## src/rtl/gsoa_pkg.sv

```systemverilog
// Package for the goal-seek / obstacle-avoid steering core.
// Holds sequencer states, mode and register codes, angle constants and the
// CORDIC arctangent table. No dependencies.
package gsoa_pkg;

  localparam int CORDIC_STEPS = 16;
  localparam int CNT_W        = 5;

  localparam logic signed [19:0] PI_Q16     = 20'sd205887;
  localparam logic signed [17:0] PI_Q12     = 18'sd12868;
  localparam logic signed [17:0] TWO_PI_Q12 = 18'sd25736;
  localparam logic signed [17:0] ONE_Q88    = 18'sd256;
  localparam logic signed [17:0] ELEVEN_Q88 = 18'sd2816;
  localparam logic signed [17:0] TWELVE_Q88 = 18'sd3072;
  localparam logic [15:0]        LFSR_TAPS  = 16'hB400;

  typedef enum logic [1:0] {
    MODE_AVOID   = 2'd0,
    MODE_SEEK    = 2'd1,
    MODE_REACHED = 2'd2
  } mode_e;

  typedef enum logic [2:0] {
    CFG_AVOID_RADIUS       = 3'd0,
    CFG_ARRIVE_RADIUS      = 3'd1,
    CFG_SEEK_LINEAR_GAIN   = 3'd2,
    CFG_SEEK_ANGULAR_GAIN  = 3'd3,
    CFG_AVOID_LINEAR_GAIN  = 3'd4,
    CFG_AVOID_ANGULAR_GAIN = 3'd5,
    CFG_LINEAR_LIMIT       = 3'd6,
    CFG_ANGULAR_LIMIT      = 3'd7
  } cfg_idx_e;

  typedef enum logic [3:0] {
    ST_IDLE,
    ST_SQX,
    ST_SQY,
    ST_ROOT,
    ST_DECIDE,
    ST_CORDIC,
    ST_BEAR,
    ST_ANGMUL,
    ST_LINMUL,
    ST_DRAW,
    ST_MOD,
    ST_WALL,
    ST_DONE
  } state_e;

  // arctan(2^-i) in radians * 65536
  function automatic logic signed [19:0] atan_lut(input logic [CNT_W-1:0] i);
    logic signed [19:0] v;
    case (i)
      5'd0:    v = 20'sd51472;
      5'd1:    v = 20'sd30386;
      5'd2:    v = 20'sd16055;
      5'd3:    v = 20'sd8150;
      5'd4:    v = 20'sd4091;
      5'd5:    v = 20'sd2047;
      5'd6:    v = 20'sd1024;
      5'd7:    v = 20'sd512;
      5'd8:    v = 20'sd256;
      5'd9:    v = 20'sd128;
      5'd10:   v = 20'sd64;
      5'd11:   v = 20'sd32;
      5'd12:   v = 20'sd16;
      5'd13:   v = 20'sd8;
      5'd14:   v = 20'sd4;
      5'd15:   v = 20'sd2;
      5'd16:   v = 20'sd1;
      default: v = 20'sd0;
    endcase
    return v;
  endfunction

endpackage

```

## src/rtl/goal_seek_obstacle_avoid_steering_core.sv

```systemverilog
// One request at a time: the next is accepted the cycle after the result is loaded.
// The sequencer runs the 17-step square root (once or twice), the CORDIC loop
// (CORDIC_STEPS steps) and, when a new target is drawn, the 13-step modulo per
// drawn coordinate, all sharing one 18x18 multiplier and one sequencer.
// Reset (async, active low): registers to defaults, target (8,10), LFSR 1.
module goal_seek_obstacle_avoid_steering_core (
  input  logic               clk_i,
  input  logic               rst_ni,
  input  logic               cfg_valid_i,
  output logic               cfg_ready_o,
  input  logic [2:0]         cfg_index_i,
  input  logic [14:0]        cfg_data_i,
  input  logic               in_valid_i,
  output logic               in_stall_o,
  input  logic signed [15:0] self_x_i,
  input  logic signed [15:0] self_y_i,
  input  logic signed [15:0] self_heading_i,
  input  logic signed [15:0] obstacle_x_i,
  input  logic signed [15:0] obstacle_y_i,
  output logic               out_valid_o,
  input  logic               out_stall_i,
  output logic signed [15:0] linear_cmd_o,
  output logic signed [15:0] angular_cmd_o,
  output logic [1:0]         mode_o,
  output logic               wall_limited_o,
  output logic [11:0]        goal_x_o,
  output logic [11:0]        goal_y_o
);
  import gsoa_pkg::*;

  state_e state_q, state_d;

  logic [14:0] avoid_radius_q, arrive_radius_q, linear_limit_q, angular_limit_q;
  logic [11:0] seek_lin_g_q, seek_ang_g_q, avoid_lin_g_q, avoid_ang_g_q;

  logic               phase_q, zero_q, draw_q, wall_q;
  mode_e              mode_q;
  logic [CNT_W-1:0]   cnt_q;
  logic signed [15:0] sx_q, sy_q, hd_q;
  logic signed [16:0] dx_q, dy_q;
  logic [33:0]        acc_q, root_q;
  logic [16:0]        d_q;
  logic signed [33:0] cx_q, cy_q;
  logic signed [19:0] cz_q;
  logic signed [14:0] bear_q;
  logic signed [21:0] lin_q, ang_q;
  logic [11:0]        tx_q, ty_q;
  logic [15:0]        lfsr_q;
  logic [16:0]        rem_q;

  logic               out_valid_q, out_wall_q;
  logic signed [15:0] out_lin_q, out_ang_q;
  logic [1:0]         out_mode_q;
  logic [11:0]        out_gx_q, out_gy_q;

  logic in_acc, out_free;
  assign in_acc   = in_valid_i && !in_stall_o;
  assign out_free = !out_valid_q || !out_stall_i;
  assign in_stall_o  = (state_q != ST_IDLE);
  assign cfg_ready_o = 1'b1;

  // shared multiplier
  logic signed [17:0] mul_a, mul_b;
  logic signed [35:0] prod, rnd8, rnd12;
  logic signed [17:0] err, wv;
  logic               band;

  // heading error
  logic signed [17:0] yaw0, yaw_s, yaw, theta, diff, mag;
  always_comb begin
    yaw0  = (bear_q < 0) ? 18'(bear_q) + TWO_PI_Q12 : 18'(bear_q);
    yaw_s = yaw0 + PI_Q12;
    if (mode_q == MODE_AVOID) begin
      yaw = (yaw_s > TWO_PI_Q12) ? yaw_s - TWO_PI_Q12 : yaw_s;
    end else begin
      yaw = yaw0;
    end
    theta = (hd_q < 0) ? 18'(hd_q) + TWO_PI_Q12 : 18'(hd_q);
    diff  = yaw - theta;
    mag   = (diff < 0) ? -diff : diff;
    if ((yaw > theta && mag > PI_Q12) || (yaw < theta && mag < PI_Q12)) begin
      err = -mag;
    end else begin
      err = mag;
    end
  end

  // wall bands
  always_comb begin
    band = 1'b1;
    if (18'(sx_q) < ONE_Q88) begin
      wv = 18'(sx_q);
    end else if (18'(sx_q) > ELEVEN_Q88) begin
      wv = TWELVE_Q88 - 18'(sx_q);
    end else if (18'(sy_q) < ONE_Q88) begin
      wv = 18'(sy_q);
    end else if (18'(sy_q) > ELEVEN_Q88) begin
      wv = TWELVE_Q88 - 18'(sy_q);
    end else begin
      wv   = '0;
      band = 1'b0;
    end
  end

  always_comb begin
    case (state_q)
      ST_SQX: begin
        mul_a = 18'(dx_q);
        mul_b = 18'(dx_q);
      end
      ST_SQY: begin
        mul_a = 18'(dy_q);
        mul_b = 18'(dy_q);
      end
      ST_ANGMUL: begin
        mul_a = err;
        mul_b = $signed({6'b0, (mode_q == MODE_AVOID) ? avoid_ang_g_q : seek_ang_g_q});
      end
      ST_LINMUL: begin
        mul_a = $signed({1'b0, d_q});
        mul_b = $signed({6'b0, (mode_q == MODE_AVOID) ? avoid_lin_g_q : seek_lin_g_q});
      end
      ST_WALL: begin
        mul_a = wv;
        mul_b = $signed({6'b0, avoid_lin_g_q});
      end
      default: begin
        mul_a = '0;
        mul_b = '0;
      end
    endcase
    prod  = mul_a * mul_b;
    rnd8  = (prod + 36'sd128) >>> 8;
    rnd12 = (prod + 36'sd2048) >>> 12;
  end

  // square root step
  logic [33:0] sq_bit;
  logic [34:0] sq_trial;
  logic        sq_take;
  always_comb begin
    sq_bit   = 34'(1) << (6'd32 - {cnt_q, 1'b0});
    sq_trial = {1'b0, root_q} + {1'b0, sq_bit};
    sq_take  = ({1'b0, acc_q} >= sq_trial);
  end

  // targets relative to pose, CORDIC start vector
  logic signed [16:0] tdx, tdy;
  logic signed [33:0] cxi, cyi, ysh, xsh;
  logic signed [19:0] zr;
  assign tdx = $signed({5'b0, tx_q}) - 17'(sx_q);
  assign tdy = $signed({5'b0, ty_q}) - 17'(sy_q);
  assign cxi = {{3{dx_q[16]}}, dx_q, 14'b0};
  assign cyi = {{3{dy_q[16]}}, dy_q, 14'b0};
  assign ysh = cy_q >>> cnt_q;
  assign xsh = cx_q >>> cnt_q;
  assign zr  = (cz_q + 20'sd8) >>> 4;

  // LFSR and modulo step
  logic [15:0] lfsr_n;
  logic [16:0] mod_sub, rem_n;
  assign lfsr_n  = {1'b0, lfsr_q[15:1]} ^ (lfsr_q[0] ? LFSR_TAPS : 16'h0);
  assign mod_sub = 17'd10 << cnt_q;
  assign rem_n   = (rem_q >= mod_sub) ? rem_q - mod_sub : rem_q;

  logic near_obst, far_goal;
  assign near_obst = (d_q < {2'b0, avoid_radius_q});
  assign far_goal  = (d_q > {2'b0, arrive_radius_q});

  always_comb begin
    state_d = state_q;
    case (state_q)
      ST_IDLE:   if (in_acc) state_d = ST_SQX;
      ST_SQX:    state_d = ST_SQY;
      ST_SQY:    state_d = ST_ROOT;
      ST_ROOT:   if (cnt_q == CNT_W'(16)) state_d = ST_DECIDE;
      ST_DECIDE: begin
        if (!phase_q) begin
          state_d = near_obst ? ST_CORDIC : ST_SQX;
        end else begin
          state_d = far_goal ? ST_CORDIC : ST_DRAW;
        end
      end
      ST_CORDIC: if (cnt_q == CNT_W'(CORDIC_STEPS - 1)) state_d = ST_BEAR;
      ST_BEAR:   state_d = ST_ANGMUL;
      ST_ANGMUL: state_d = ST_LINMUL;
      ST_LINMUL: state_d = ST_WALL;
      ST_DRAW:   state_d = ST_MOD;
      ST_MOD:    if (cnt_q == '0) state_d = draw_q ? ST_WALL : ST_DRAW;
      ST_WALL:   state_d = ST_DONE;
      ST_DONE:   if (out_free) state_d = ST_IDLE;
      default:   state_d = ST_IDLE;
    endcase
  end

  always_ff @(posedge clk_i or negedge rst_ni) begin
    if (!rst_ni) begin
      state_q <= ST_IDLE;
    end else begin
      state_q <= state_d;
    end
  end

  always_ff @(posedge clk_i or negedge rst_ni) begin
    if (!rst_ni) begin
      avoid_radius_q  <= 15'd384;
      arrive_radius_q <= 15'd26;
      seek_lin_g_q    <= 12'd205;
      seek_ang_g_q    <= 12'd256;
      avoid_lin_g_q   <= 12'd77;
      avoid_ang_g_q   <= 12'd384;
      linear_limit_q  <= 15'd512;
      angular_limit_q <= 15'd512;
    end else if (cfg_valid_i && cfg_ready_o) begin
      case (cfg_idx_e'(cfg_index_i))
        CFG_AVOID_RADIUS:       avoid_radius_q  <= cfg_data_i;
        CFG_ARRIVE_RADIUS:      arrive_radius_q <= cfg_data_i;
        CFG_SEEK_LINEAR_GAIN:   seek_lin_g_q    <= cfg_data_i[11:0];
        CFG_SEEK_ANGULAR_GAIN:  seek_ang_g_q    <= cfg_data_i[11:0];
        CFG_AVOID_LINEAR_GAIN:  avoid_lin_g_q   <= cfg_data_i[11:0];
        CFG_AVOID_ANGULAR_GAIN: avoid_ang_g_q   <= cfg_data_i[11:0];
        CFG_LINEAR_LIMIT:       linear_limit_q  <= cfg_data_i;
        CFG_ANGULAR_LIMIT:      angular_limit_q <= cfg_data_i;
        default: ;
      endcase
    end
  end

  always_ff @(posedge clk_i or negedge rst_ni) begin
    if (!rst_ni) begin
      tx_q   <= 12'd2048;
      ty_q   <= 12'd2560;
      lfsr_q <= 16'd1;
    end else if (state_q == ST_DRAW) begin
      lfsr_q <= lfsr_n;
    end else if (state_q == ST_MOD && cnt_q == '0) begin
      if (!draw_q) begin
        tx_q <= {rem_n[3:0] + 4'd1, 8'b0};
      end else begin
        ty_q <= {rem_n[3:0] + 4'd1, 8'b0};
      end
    end
  end

  always_ff @(posedge clk_i) begin
    case (state_q)
      ST_IDLE: begin
        sx_q    <= self_x_i;
        sy_q    <= self_y_i;
        hd_q    <= self_heading_i;
        dx_q    <= 17'(obstacle_x_i) - 17'(self_x_i);
        dy_q    <= 17'(obstacle_y_i) - 17'(self_y_i);
        phase_q <= 1'b0;
        draw_q  <= 1'b0;
      end
      ST_SQX: acc_q <= prod[33:0];
      ST_SQY: begin
        acc_q  <= acc_q + prod[33:0];
        root_q <= '0;
        cnt_q  <= '0;
      end
      ST_ROOT: begin
        if (sq_take) begin
          acc_q  <= acc_q - sq_trial[33:0];
          root_q <= (root_q >> 1) + sq_bit;
          d_q    <= 17'((root_q >> 1) + sq_bit);
        end else begin
          root_q <= root_q >> 1;
          d_q    <= 17'(root_q >> 1);
        end
        cnt_q <= cnt_q + CNT_W'(1);
      end
      ST_DECIDE: begin
        cnt_q  <= '0;
        zero_q <= (dx_q == '0) && (dy_q == '0);
        if (dx_q < 0) begin
          cx_q <= -cxi;
          cy_q <= -cyi;
          cz_q <= (dy_q >= 0) ? PI_Q16 : -PI_Q16;
        end else begin
          cx_q <= cxi;
          cy_q <= cyi;
          cz_q <= '0;
        end
        if (!phase_q) begin
          if (near_obst) begin
            mode_q <= MODE_AVOID;
          end else begin
            phase_q <= 1'b1;
            dx_q    <= tdx;
            dy_q    <= tdy;
          end
        end else if (far_goal) begin
          mode_q <= MODE_SEEK;
        end else begin
          mode_q <= MODE_REACHED;
          lin_q  <= '0;
          ang_q  <= '0;
        end
      end
      ST_CORDIC: begin
        if (cy_q > 0) begin
          cx_q <= cx_q + ysh;
          cy_q <= cy_q - xsh;
          cz_q <= cz_q + atan_lut(cnt_q);
        end else begin
          cx_q <= cx_q - ysh;
          cy_q <= cy_q + xsh;
          cz_q <= cz_q - atan_lut(cnt_q);
        end
        cnt_q <= cnt_q + CNT_W'(1);
      end
      ST_BEAR: begin
        if (zero_q) begin
          bear_q <= '0;
        end else if (zr > 20'(PI_Q12)) begin
          bear_q <= 15'(PI_Q12);
        end else if (zr < -20'(PI_Q12)) begin
          bear_q <= -15'(PI_Q12);
        end else begin
          bear_q <= zr[14:0];
        end
      end
      ST_ANGMUL: ang_q <= rnd12[21:0];
      ST_LINMUL: lin_q <= rnd8[21:0];
      ST_DRAW: begin
        rem_q <= {1'b0, lfsr_n};
        cnt_q <= CNT_W'(12);
      end
      ST_MOD: begin
        rem_q <= rem_n;
        if (cnt_q == '0) begin
          draw_q <= 1'b1;
        end else begin
          cnt_q <= cnt_q - CNT_W'(1);
        end
      end
      ST_WALL: begin
        wall_q <= band;
        if (band) lin_q <= rnd8[21:0];
      end
      default: ;
    endcase
  end

  logic signed [21:0] lim_l, lim_a, lin_s, ang_s;
  assign lim_l = $signed({7'b0, linear_limit_q});
  assign lim_a = $signed({7'b0, angular_limit_q});
  assign lin_s = (lin_q > lim_l) ? lim_l : ((lin_q < -lim_l) ? -lim_l : lin_q);
  assign ang_s = (ang_q > lim_a) ? lim_a : ((ang_q < -lim_a) ? -lim_a : ang_q);

  logic out_load;
  assign out_load = (state_q == ST_DONE) && out_free;

  always_ff @(posedge clk_i or negedge rst_ni) begin
    if (!rst_ni) begin
      out_valid_q <= 1'b0;
    end else if (out_load) begin
      out_valid_q <= 1'b1;
    end else if (!out_stall_i) begin
      out_valid_q <= 1'b0;
    end
  end

  always_ff @(posedge clk_i) begin
    if (out_load) begin
      out_lin_q  <= lin_s[15:0];
      out_ang_q  <= ang_s[15:0];
      out_mode_q <= mode_q;
      out_wall_q <= wall_q;
      out_gx_q   <= tx_q;
      out_gy_q   <= ty_q;
    end
  end

  assign out_valid_o    = out_valid_q;
  assign linear_cmd_o   = out_lin_q;
  assign angular_cmd_o  = out_ang_q;
  assign mode_o         = out_mode_q;
  assign wall_limited_o = out_wall_q;
  assign goal_x_o       = out_gx_q;
  assign goal_y_o       = out_gy_q;

`ifndef SYNTHESIS
  a_busy_after_req: assert property (@(posedge clk_i) disable iff (!rst_ni)
    in_acc |=> state_q == ST_SQX)
    else $error("sequencer did not start on request");
  a_mode_code: assert property (@(posedge clk_i) disable iff (!rst_ni)
    out_valid_o |-> mode_o != 2'd3)
    else $error("undefined mode code");
  a_goal_grid: assert property (@(posedge clk_i) disable iff (!rst_ni)
    out_valid_o |-> goal_x_o[7:0] == 8'd0 && goal_y_o[7:0] == 8'd0)
    else $error("target off integer grid");
  a_root_len: assert property (@(posedge clk_i) disable iff (!rst_ni)
    state_q == ST_ROOT && cnt_q == CNT_W'(16) |=> state_q == ST_DECIDE)
    else $error("square root overran");
`endif

endmodule

```

## config.mk

```make
export PLATFORM = sky130hd
export DESIGN_NAME = goal_seek_obstacle_avoid_steering_core
export DESIGN_NICKNAME = d
export VERILOG_FILES = /design/src/rtl/gsoa_pkg.sv /design/src/rtl/goal_seek_obstacle_avoid_steering_core.sv
export SDC_FILE = /design/constraint.sdc
export NUM_CORES = 2
export LEC_CHECK = 0
export BUFFER_PORTS_ARGS = -buffer_cell sky130_fd_sc_hd__buf_2
export CAP_MARGIN = 40
export CELL_PAD_IN_SITES_DETAIL_PLACEMENT = 1
export CELL_PAD_IN_SITES_GLOBAL_PLACEMENT = 2
export CORE_UTILIZATION = 41
export CTS_CLUSTER_DIAMETER = 40
export DETAILED_ROUTE_END_ITERATION = 10
export GPL_TIMING_DRIVEN = 0
export PLACE_DENSITY = 0.83
export SLEW_MARGIN = 30
export SYNTH_ARGS = -nofsm -noshare
export SYNTH_HDL_FRONTEND = slang
export SYNTH_SLANG_ARGS = --single-unit
```

## constraint.sdc

```tcl
create_clock -name clk_i -period 22.4 [get_ports clk_i]
set_input_delay 3.36 -clock clk_i [delete_from_list [all_inputs] [get_ports clk_i]]
set_output_delay 3.36 -clock clk_i [all_outputs]
set_load 0.03 [all_outputs]
```

# --- Yosys cells after proc, flatten, opt, wreduce, memory -nomap -nowiden ---
# Memories as Yosys holds them, arrays and structs flattened. A register that Yosys moved wholly into a read port is not among the register bits.
# Index checks and enable logic that the tools add are counted.
totals:
  output_inout_bits: 62
  wordCells: 282
  regBits: 522
  romBits: 1024
  n_memories: 2
  inputBits: 103
classes:
  magnitude_cmp: 25
  n_addsub: 35
  bitwise_logic: 3
  shifts: 4
  n_mux: 81
  n_reduce_logical: 51
  eq_ne: 35
  multipliers: 1
mem_list:
  columns: ["memory", "words", "word_bits", "rd", "rd_clocked_by_memory_dff", "wr", "line", "rtl"]
  rows:
  - ["(name not given)", 32, 16, 1, 1, 0, "gsoa_pkg.sv:53", "case (i)"]
  - ["(name not given)", 32, 16, 1, 1, 0, "gsoa_pkg.sv:53", null]
op_table:
  columns: ["operator", "count"]
  rows:
  - ["34-bit two-way mux", 6]
  - ["34-bit case mux with 2 select lines", 3]
  - ["18-bit two-way mux", 10]
  - ["18-bit case mux with 5 select lines", 2]
  - ["20-bit two-way mux", 7]
  - ["34-bit adder", 3]
  - ["17-bit two-way mux", 6]
  - ["17-bit case mux with 2 select lines", 3]
  - ["34-bit case mux with 3 select lines", 1]
  - ["34-bit subtractor", 3]
  - ["31-bit negator with 34-bit output", 2]
  - ["34-bit by 5-bit >>> shifter with 34-bit output", 2]
  - ["22-bit two-way mux", 3]
  - ["22-bit case mux with 3 select lines", 1]
  - ["4-bit case mux with 13 select lines", 1]
  - ["16-bit two-way mux", 3]
  - ["15-bit two-way mux", 3]
  - ["22-bit by 16-bit > comparator with 1-bit output", 2]
  - ["22-bit less-than comparator", 2]
  - ["15-bit negator with 22-bit output", 2]
  - ["22-bit case mux with 2 select lines", 1]
  - ["20-bit case mux with 2 select lines", 1]
  - ["18-bit negator", 2]
  - ["34-bit by 34-bit adder with 35-bit output", 1]
  - ["other kinds (80)", 165]

# --- Depth between registers and ports, before layout ---
depth:
  word_depth: 18
  ltp_mapped: 75
  mapped_depth_nobuf: 70

# --- Worst setup path before layout ---
# No wires, ideal clock.
synth_timing:
  kind: "flip-flop to flip-flop"
  from: "reg bear_q[3]"
  to: "reg acc_q[33], data pin"
  t_required_ps: 22210
  period_less_slack_ps: 15705
  path_buffers: 4
  path_slack_ps: 6695
  path_stages_with_launch: 67
  setup_time_ps: 190
  arrival_time_ps: 15516
  path_cell_list: "edfxtp_1 ha_1 and3b_1 o21ai_0 o21ai_0 or3b_2 a21o_1 o21ai_0 inv_1 a21boi_0 a31o_2 clkbuf_1 nand2_1 xnor2_1 nand2_1 xor2_1 ha_1 or2_2 [... 31 more ...] a21boi_0 xnor2_1 nor3_1 nand3_1 or3_1 nor2_1 xnor2_1 o21ai_0 ha_1 a21oi_1 nor2b_1 o21ai_0 a21boi_0 a311o_1 o211ai_1 xnor2_1 o21ai_0 a222oi_1"
synth_between:
  elab_chain_cells: 17
  elab_cells_between_ends: 25
  classes_between: "7 x add/sub; 1 x mul; 7 x order compare; 7 x mux; 3 x reduce/logical"
synth_lines:
  columns: ["element", "line", "rtl"]
  rows:
  - ["from (decl)", "goal_seek_obstacle_avoid_steering_core.sv:45", "logic signed [14:0] bear_q;"]
  - ["from (signal assigned)", "goal_seek_obstacle_avoid_steering_core.sv:317", "bear_q <= 15'(PI_Q12);"]
  - ["from (signal assigned)", "goal_seek_obstacle_avoid_steering_core.sv:319", "bear_q <= -15'(PI_Q12);"]
  - ["from (signal assigned)", "goal_seek_obstacle_avoid_steering_core.sv:321", "bear_q <= zr[14:0];"]
  - ["15-bit by 16-bit adder with 17-bit output or 15-bit by 1-bit less-than comparator with 1-bit output (tied branches)", "goal_seek_obstacle_avoid_steering_core.sv:71", "yaw0 = (bear_q < 0) ? 18'(bear_q) + TWO_PI_Q12 : 18'(bear_q);"]
  - ["18-bit two-way mux *", "goal_seek_obstacle_avoid_steering_core.sv:71", null]
  - ["18-bit by 15-bit adder with 18-bit output", "goal_seek_obstacle_avoid_steering_core.sv:72", "yaw_s = yaw0 + PI_Q12;"]
  - ["18-bit by 16-bit subtractor with 18-bit output or 18-bit by 16-bit > comparator with 1-bit output (tied branches)", "goal_seek_obstacle_avoid_steering_core.sv:74", "yaw = (yaw_s > TWO_PI_Q12) ? yaw_s - TWO_PI_Q12 : yaw_s;"]
  - ["18-bit two-way mux", "goal_seek_obstacle_avoid_steering_core.sv:74", null]
  - ["18-bit two-way mux *", "goal_seek_obstacle_avoid_steering_core.sv:73", "if (mode_q == MODE_AVOID) begin"]
  - ["18-bit subtractor", "goal_seek_obstacle_avoid_steering_core.sv:79", "diff = yaw - theta;"]
  - ["18-bit negator or 18-bit by 1-bit less-than comparator with 1-bit output (tied branches)", "goal_seek_obstacle_avoid_steering_core.sv:80", "mag = (diff < 0) ? -diff : diff;"]
  - ["18-bit two-way mux", "goal_seek_obstacle_avoid_steering_core.sv:80", null]
  - ["18-bit by 15-bit > comparator with 1-bit output or 18-bit by 15-bit less-than comparator with 1-bit output (tied branches)", "goal_seek_obstacle_avoid_steering_core.sv:81", "if ((yaw > theta && mag > PI_Q12) || (yaw < theta && mag < PI_Q12)) begin"]
  - ["1-bit logical AND", "goal_seek_obstacle_avoid_steering_core.sv:81", null]
  - ["1-bit logical OR", "goal_seek_obstacle_avoid_steering_core.sv:81", null]
  - ["18-bit two-way mux *", "goal_seek_obstacle_avoid_steering_core.sv:81", null]
  - ["18-bit case mux with 5 select lines *", "goal_seek_obstacle_avoid_steering_core.sv:106", "case (state_q)"]
  - ["18-bit by 18-bit multiplier with 34-bit output *", "goal_seek_obstacle_avoid_steering_core.sv:132", "prod = mul_a * mul_b;"]
  - ["34-bit adder", "goal_seek_obstacle_avoid_steering_core.sv:258", "acc_q <= acc_q + prod[33:0];"]
  - ["34-bit case mux with 3 select lines *", "goal_seek_obstacle_avoid_steering_core.sv:246", "case (state_q)"]
  - ["to (signal assigned)", "goal_seek_obstacle_avoid_steering_core.sv:256", "ST_SQX: acc_q <= prod[33:0];"]
  - ["to (signal assigned)", "goal_seek_obstacle_avoid_steering_core.sv:258", null]
  - ["to (signal assigned)", "goal_seek_obstacle_avoid_steering_core.sv:264", "acc_q <= acc_q - sq_trial[33:0];"]
  - ["to (decl)", "goal_seek_obstacle_avoid_steering_core.sv:41", "logic [33:0] acc_q, root_q;"]
# Every way passes the cells marked *; elsewhere a longest branch is shown, timed or not.
# A chain may end at the register's enable or synchronous reset.

# --- Worst setup path after layout ---
# Ends and elaborated chain as after synthesis.

==> results.py <==
metrics = {
    "global_routing": {
        "grt.overflow.total": 0,
        "antenna_found_initial": 7,
        "grt_pass1_vias": 57900,
        "gr-usage-all-layers_pct": 31.5,
        "grt_pass1_wl_mm": 364,
        "grt_max_degree": 87,
    },
    "placed_design": {
        "portBuffers": 145,
        "place_hpwl_mm": 197,
        "gp_congestion": 0.954,
    },
    "die": {
        "die_h_microns": 389,
        "dieArea_sq_mm": 0.151,
        "initial_utilization_pct": 41.4,
        "rows": 141,
        "core_area_sq_mm": 0.148,
        "die_w_microns": 389,
        "pin_count": 165,
    },
    "route": {
        "wl_per_cell_microns": 25.9,
        "vias": 55900,
        "remaining_drc_errors": 0,
        "drt_iter0_drc": 4278,
        "dr.pass1.iters": 8,
        "routed_wl_mm": 241,
        "drtAntennaViolNets": 0,
        "avgViaCountPerCell": 6.01,
    },
    "yosys": {
        "ys_seq_area_share_pct": 25.0,
        "synthDistinctLibCells": 103,
        "ys_ff_latch": 538,
        "synthFlopType": "edfxtp_1",
        "synth_edf_count": 385,
        "ys_async_sr_fraction_pct": 25.5,
        "synth_top_cell_area_share_pct": 18.8,
        "ys_warn_count": 0,
        "syn_area_per_cell_sq_um": 8.89,
        "synthTopCellsByArea": "edfxtp_1 19%, fa_1 11%, ha_1 10%",
        "synthCells": 6907,
        "yosys.area.top_type": "edfxtp_1",
        "synthesis.area_sq_mm": 0.0614,
    },
    "clock_network": {
        "htreeDepth": 3,
        "cts.clk_slew.worst_paths_ns": 0.06,
        "cts_tree": "built",
        "cts_made_buffers": 113,
        "cts_max_path_buffers": 3,
        "cts.repair.resized": 0,
        "clkLatencyLatePin_ns": 0.77,
        "post_cts_buffers": 0,
        "ctsHoldBuffers": 0,
        "cts_sinks": 538,
        "cts_root_buf": "clkbuf_16",
    },
    "worst_setup_path": {
        "slowest_delay_ns": 0.65,
        "worst-path-max-fanout": 10,
        "cp.arrival_ns": 20.65,
        "cp-end-kind": "register",
        "critical_path_class": "register to register",
        "crit_path_frequent_cell": "o21ai_0",
        "crit_path_top_delay_cell": "nor2_1",
        "cp.required_ns": 22.91,
        "start_kind": "register",
    },
    "sta": {
        "slew_headroom_pct": 35.6,
        "max_slew.worst_pin.slew_ns": 0.965,
        "fin_crit_sh_pct": 89.9,
        "fmax_mhz": 49.7,
        "rsz0062_at_grt": "no",
        "clock-skew-final_ns": 0.0537,
        "hold_violations": 0,
        "timing.final.max_slew_violations": 0,
        "setup_viol": 0,
        "fin_tns_setup_ns": 0,
        "min_period_ns": 20.14,
    },
    "worst_hold_path": {
        "hold_path.class": "register to register",
    },
    "layout": {
        "antennaDiodeCount": 0,
        "finalNetCount": 8183,
        "drive_above_1_share_pct": 12.0,
        "final_util_pct": 47.0,
        "fill_cells": 17300,
        "syn_to_final_growth_pct": 13.4,
    },
    "run": {
        "drv_cap": 0,
    },
    "status": {
        "status": "completed",
    },
}
[cell usage in the layout (no fill, tap or decap), drive strengths merged, types with 31 or more instances in the layout]
cell	netlist	final
dfrtp	114	114
or2	52	52
buf	73	292
ha	492	492
o21a	73	73
inv	684	718
and3	50	50
nand2	647	647
mux4	92	92
nand4	46	46
o211ai	38	38
nand2b	65	65
mux2i	77	77
a21boi	32	32
o21ai	503	503
a211oi	57	57
xnor2	328	328
nor2	555	555
mux2	150	150
xor2	207	207
clkinv	2	31
or3	81	81
o31ai	86	86
nor4	31	31
nor3	137	137
edfxtp	385	385
a21oi	395	395
clkbuf	209	347
o21bai	39	39
nand3	114	114
fa	323	323
nor2b	72	72
a21o	133	133
and2	63	63
a31oi	85	85
[area by class of cell]
class / instances / area (sq um) / share of cell area (%)
Clock inverter: 86 / 1060 / 1.52
Timing Repair Buffer: 227 / 1560 / 2.23
Buffer: 282 / 1190 / 1.71
Multi-Input combinational cell: 5417 / 42600 / 61.2
Tap cell: 1930 / 2410 / 3.47
Clock buffer: 130 / 2910 / 4.18
Inverter: 686 / 2580 / 3.70
Sequential cell: 538 / 15300 / 22.0
[sequential cells by signal (all words and copies together) (netlist names), 17 cells and up, named ones only]
| register | count |
|---|---|
| acc_q | 34 |
| cx_q | 34 |
| cy_q | 34 |
| root_q | 34 |
| ang_q | 22 |
| lin_q | 22 |
| cz_q | 20 |
| d_q | 17 |
| dx_q | 17 |
| dy_q | 17 |
| rem_q | 17 |
[Yosys cell counts (84+ instances only)]
master / instances
a21o_1: 133
a21oi_1: 395
a31oi_1: 85
clkbuf_1: 208
dfrtp_1: 114
edfxtp_1: 385
fa_1: 323
ha_1: 492
inv_1: 683
mux2_2: 150
mux4_2: 92
nand2_1: 646
nand3_1: 114
nor2_1: 554
nor3_1: 136
o21ai_0: 498
o31ai_1: 84
xnor2_1: 328
xor2_1: 207
[worst paths after layout]
kind	startpoint	endpoint	slack (ns)	depth (start not counted)
worst min register to register	wall_q$_DFFE_PP_	wall_limited_o$_DFFE_PP_	0.43	0
worst max register to register	bear_q[3]$_SDFFCE_PP0P_	acc_q[33]$_DFFE_PP_	2.26	68
max in group asynchronous	rst_ni	seek_lin_g_q[0]$_DFFE_PN1P_	18.95	2
worst min-delay path	wall_q$_DFFE_PP_	wall_limited_o$_DFFE_PP_	0.43	0
worst max-delay path	bear_q[3]$_SDFFCE_PP0P_	acc_q[33]$_DFFE_PP_	2.26	68
min in group asynchronous	rst_ni	linear_limit_q[13]$_DFFE_PN0P_	2.51	1
[through the flow]
stage               instance area [sq um]  setup slack (ns)  hold slack, ns  cells
finish                              69700              2.26           0.430   9296
global route                        69700              1.06           0.452   9296
floorplan                           61500              6.69           0.400   6923
detailed placement                  65600              2.54           0.412   9063
global placement                    64600              2.48           0.452   8998
CTS                                 69500              2.43           0.425   9279
[cells by family (layout without fill, tap and decap cells)]
| family | count (synthesis) | in the layout | share of synthesized area (%) |
|---|---|---|---|
| and+or+nand+nor | 2028 | 2028 | 15.7 |
| AOI/OAI and AO/OA | 1702 | 1702 | 17.6 |
| buffers and inverters | 968 | 1411 | 6.12 |
| adders and majority gates | 815 | 815 | 20.6 |
| DFF | 538 | 538 | 25.0 |
| xor gates and xnor gates | 535 | 535 | 7.63 |
| muxes | 319 | 319 | 7.38 |
| other | 2 | 18 | 0.0122 |
[worst max-delay path, delay by kind of cell, from the launching register on]
kind / cells / cell delay (ns)
AOI/OAI and AO/OA: 24 / 6.49
and+or+nand+nor: 17 / 4.27
buffers and inverters: 10 / 2.17
adders and majority gates: 11 / 4.78
muxes: 1 / 0.44
xor gates and xnor gates: 5 / 1.16
DFF: 1 / 0.49
[metal layers]
layer / up-vias / wire length, microns / GRT usage [%]
met3: 478 / 14800 / 4.62
met2: 1835 / 114000 / 51.8
met1: 28300 / 102000 / 41.3
met5: - / 42 / 0
li1: 25200 / - / -
met4: 8 / 10800 / 12.9
Power is left out: the tool's default activity adds up to more than one toggle a clock period on the data nets, which glitch-free logic cannot reach.
